$ cat src/rtl/gcmb_ram.sv
module gcmb_ram #(
  parameter int WIDTH = 8,
  parameter int DEPTH = 256
) (
  input  logic                     clk,
  input  logic                     we,
  input  logic [$clog2(DEPTH)-1:0] waddr,
  input  logic [WIDTH-1:0]         wdata,
  input  logic [$clog2(DEPTH)-1:0] raddr,
  output logic [WIDTH-1:0]         rdata
);

  logic [WIDTH-1:0] mem [DEPTH];
  logic [WIDTH-1:0] rdata_r;

  // One write port, one registered read port
  always_ff @(posedge clk) begin
    if (we) begin
      mem[waddr] <= wdata;
    end
    rdata_r <= mem[raddr];
  end

  assign rdata = rdata_r;

endmodule

$ cat config.mk
export PLATFORM = sky130hd
export DESIGN_NAME = gcmb_ram
export DESIGN_NICKNAME = d
export VERILOG_FILES = /design/src/rtl/gcmb_ram.sv
export SDC_FILE = /design/constraint.sdc
export NUM_CORES = 2
export LEC_CHECK = 0
export BUFFER_PORTS_ARGS = -buffer_cell sky130_fd_sc_hd__clkbuf_2
export CORE_AREA = 2 2 444 446
export DETAILED_ROUTE_END_ITERATION = 10
export DIE_AREA = 0 0 446 448
export HOLD_SLACK_MARGIN = 0.12
export PLACE_DENSITY = 0.64
export SYNTH_ARGS = -nofsm -noshare
export SYNTH_HDL_FRONTEND = slang
export SYNTH_SLANG_ARGS = --single-unit
$ cat constraint.sdc
create_clock -name clk -period 2.22 [get_ports clk]
set_input_delay 0.111 -clock clk [delete_from_list [all_inputs] [get_ports clk]]
set_output_delay 0.111 -clock clk [all_outputs]
set_load 0.1 [all_outputs]
==> metrics.yaml <==
worst_setup_path:
  cp_data_required_time_ps: 2970
  startpoint: "mem[67][1]"
  critPathMaxStageDelay_ps: 540
  cp_max_fo: 1
  worst_path_most_repeated_cell: "mux4_2"
  crit_path_start_kind: "flop"
  crit_slowest_cell: "mux4_2"
  worstSetupEndpointType: "flop"
  critical_path.top_delay_family: "multiplexers"
  worst-setup-path-type: "flop to flop"
  r2r_start: "mem[67][1]"
  crit_chain: "mux4_2, mux4_2, nor2b_4, nor4_4, buf_4, nor4_1"
  path_buf_inv: 1
  cp.arrival_ps: 3080
sta:
  final_max_slew_viol_count: 0
  finalHoldViolCount: 0
  fin_crit_ps: 2330
  maxSlewHeadroom_pct: 42.0
  post-route-period-util_pct: 105
  clock_skew_ps: 68.7
  worstMarginPinSlew_ps: 868
  holdWs_ps: 189
  rsz0062_at_grt: "yes"
  finalSetupViolations: 1
  fin_ws_ps: -111
  fmax_mhz: 429
hold_path:
  hp-start: "wdata[1]"
  min_path_type: "input port to flop"
power_and_ir_drop:
  total_power_mw: 81.3
  switching_power_mw: 17.5
  p_seq_share_pct: 52.7
  ir_drop_uv: 840
  netSwitchingFraction_pct: 21.5
  clockPowerShare_pct: 41.4
  p_leak_nw: 30.7
  pwr-share-comb_pct: 5.9
  powerDensity_nw_per_um2: 855
  internal_power_mw: 63.8
global_route:
  grt-ovfl-total: 0
  grt_max_degree: 114
  grt.total_usage_pct: 19.9
  grt_pass1_vias: 41200
  antenna_found_initial: 8
  grt_pass1_wl_um: 288000
place:
  io_buffers: 33
  hpwl_um: 128000
  gp_congestion: 0.860
synthesis:
  synth_warnings: 0
  synthSimpleGateAreaFrac_pct: 2.63
  synthFlopType: "edfxtp_1"
  ys_types: 55
  synth_area_um2: 79600
  synth_seq_area_share_pct: 77.5
  synthMuxAreaShare_pct: 14.6
  synthArstFlopShare_pct: 0
  synth-seq-cells: 2056
  synth_top_family_by_area: "multiplexers"
  synth_compound_area_share_pct: 3.42
  netlist_instances: 3733
  yosys.area_share.adder_pct: 0
  synth_xor_area_share_pct: 0
  synth_edf_count: 2048
  avgSynthCellArea_um2: 21.3
  synthesis.nets: 3759
route:
  via_count: 40600
  drt-total-wl_um: 198000
  avgViaCountPerCell: 5.67
  drt-pass1-iter-count: 6
  wire_per_inst_um: 27.6
  drc_errors: 0
  ant_nets: 0
  drtIter0Drc: 4675
final_layout:
  drive_gt1_share_pct: 33.1
  area_delta_synth_final_pct: 19.5
  nNetsFinal: 4486
  n_fill_cell: 15600
  fin_util_pct: 48.9
floorplanning:
  core-area_um2: 195000
  die_w_um: 446
  num_rows: 162
  pin_count: 34
  die_area_um2: 200000
  start_util_pct: 40.9
  dieHeight_um: 448
clock_network:
  post_cts_buffers: 0
  clockBufferDepth: 3
  numCtsBuffers: 201
  cts_tree: "built"
  clock_sinks: 2056
  cts-root-buf: "clkbuf_16"
  clk_latency_ps: 860
  clk_pin_slew_ps: 60
  htree_levels: 4
status:
  violations: "setup timing"
  status: "complete, but fails checks"
job:
  cap_violations: 0
## cell usage in the layout, fill, tap and decap left out, drive strengths merged, types with 16 or more instances in the layout
cell type and n:
nand2 33, bufinv 19, mux2i 134, mux4 456
buf 715, o22ai 28, clkinv 97, nor3 22
a22oi 133, a21oi 96, edfxtp 2048, nor4 27
nor2b 31, nor2 282, clkbuf 264, o221ai 47
nand3 34, a211oi 16, dlygate4sd3 21
## final timing paths
| check | to | slack [ps] | cells past startpoint |
|---|---|---|---|
| setup / recovery | rdata[1] | -110 | 6 |
| hold / removal | mem[218][1] | 190 | 2 |
| setup reg to reg | rdata[1] | -110 | 6 |
| hold reg to reg | rdata[3] | 1110 | 7 |
## layout make-up
class	instances	area, um2	area share, %
antenna	3	7.51	0.00790
clock buffer	243	5250	5.52
clock inverter	124	1270	1.34
inverter	2	7.51	0.00790
multi-input combinational	1442	16800	17.7
sequential	2056	61700	64.9
tap	2542	3180	3.35
timing repair buffer	757	6900	7.26
## per-stage QoR
| step | cells | setup TNS [ps] | cell area (um2) | setup WS [ps] |
|---|---|---|---|---|
| 2_1_floorplan | 3733 | 0 | 79600 | 171 |
| 3_3_place_gp | 6778 | -6670 | 88000 | -1080 |
| 3_5_place_dp | 6778 | -6850 | 88000 | -1110 |
| 4_1_cts | 7166 | -223 | 95000 | -157 |
| 5_1_grt | 7168 | -186 | 95100 | -149 |
| 6_report | 7169 | -111 | 95100 | -111 |
## cell families (layout without fill, tap and decap cells)
kind of cell / Yosys count / count (layout)
other: 0 / 3
AND/OR/NAND/NOR: 466 / 466
multiplexers: 591 / 591
buffers and inverters: 235 / 1126
flip-flops: 2056 / 2056
AO/OA/AOI/OAI: 385 / 385
## power groups by stage
| stage | clock network (mW) | registers, mW | logic [mW] |
|---|---|---|---|
| after global placement | 0 | 43.7 | 4.62 |
| after floorplan | 0 | 43.9 | 2.08 |
| after detailed placement | 0 | 43.7 | 4.67 |
| final | 33.6 | 42.9 | 4.76 |
| after global routing | 35.7 | 42.8 | 5.02 |
| after CTS | 34.3 | 42.9 | 4.78 |
## metal layers
metal	up-vias	wire length [um]	global-route usage, %
li1	17200	-	-
met3	278	15100	3.33
met1	21600	79400	27.2
met4	2	4810	5.61
met5	-	13	0
met2	1616	98800	33.0
## synth_stat cells, types with 27 or more instances
cell type / number / area share, %
a21oi_1: 96 / 0.60
a22oi_1: 133 / 1.3
buf_2: 31 / 0.20
buf_4: 27 / 0.25
clkbuf_1: 111 / 0.52
edfxtp_1: 2048 / 77
mux2i_1: 134 / 1.7
mux4_2: 454 / 13
nand2_1: 33 / 0.16
nand3_1: 34 / 0.21
nor2_1: 282 / 1.3
nor2b_1: 31 / 0.24
o221ai_1: 46 / 0.51
o22ai_1: 28 / 0.22
## sequential cells by signal (all words and copies together), names as in the netlist
| signal | count |
|---|---|
| rdata | 8 |
| mem | 2048 |
## what timing repair did
item,in CTS,in global routing
hold buffers,21,0
endpoints found under the setup margin,8,8
endpoints found under the hold margin,2426,0
gates resized for setup,35,18
pin swaps,13,13
Note: power is estimated with default switching activity, not from simulation.
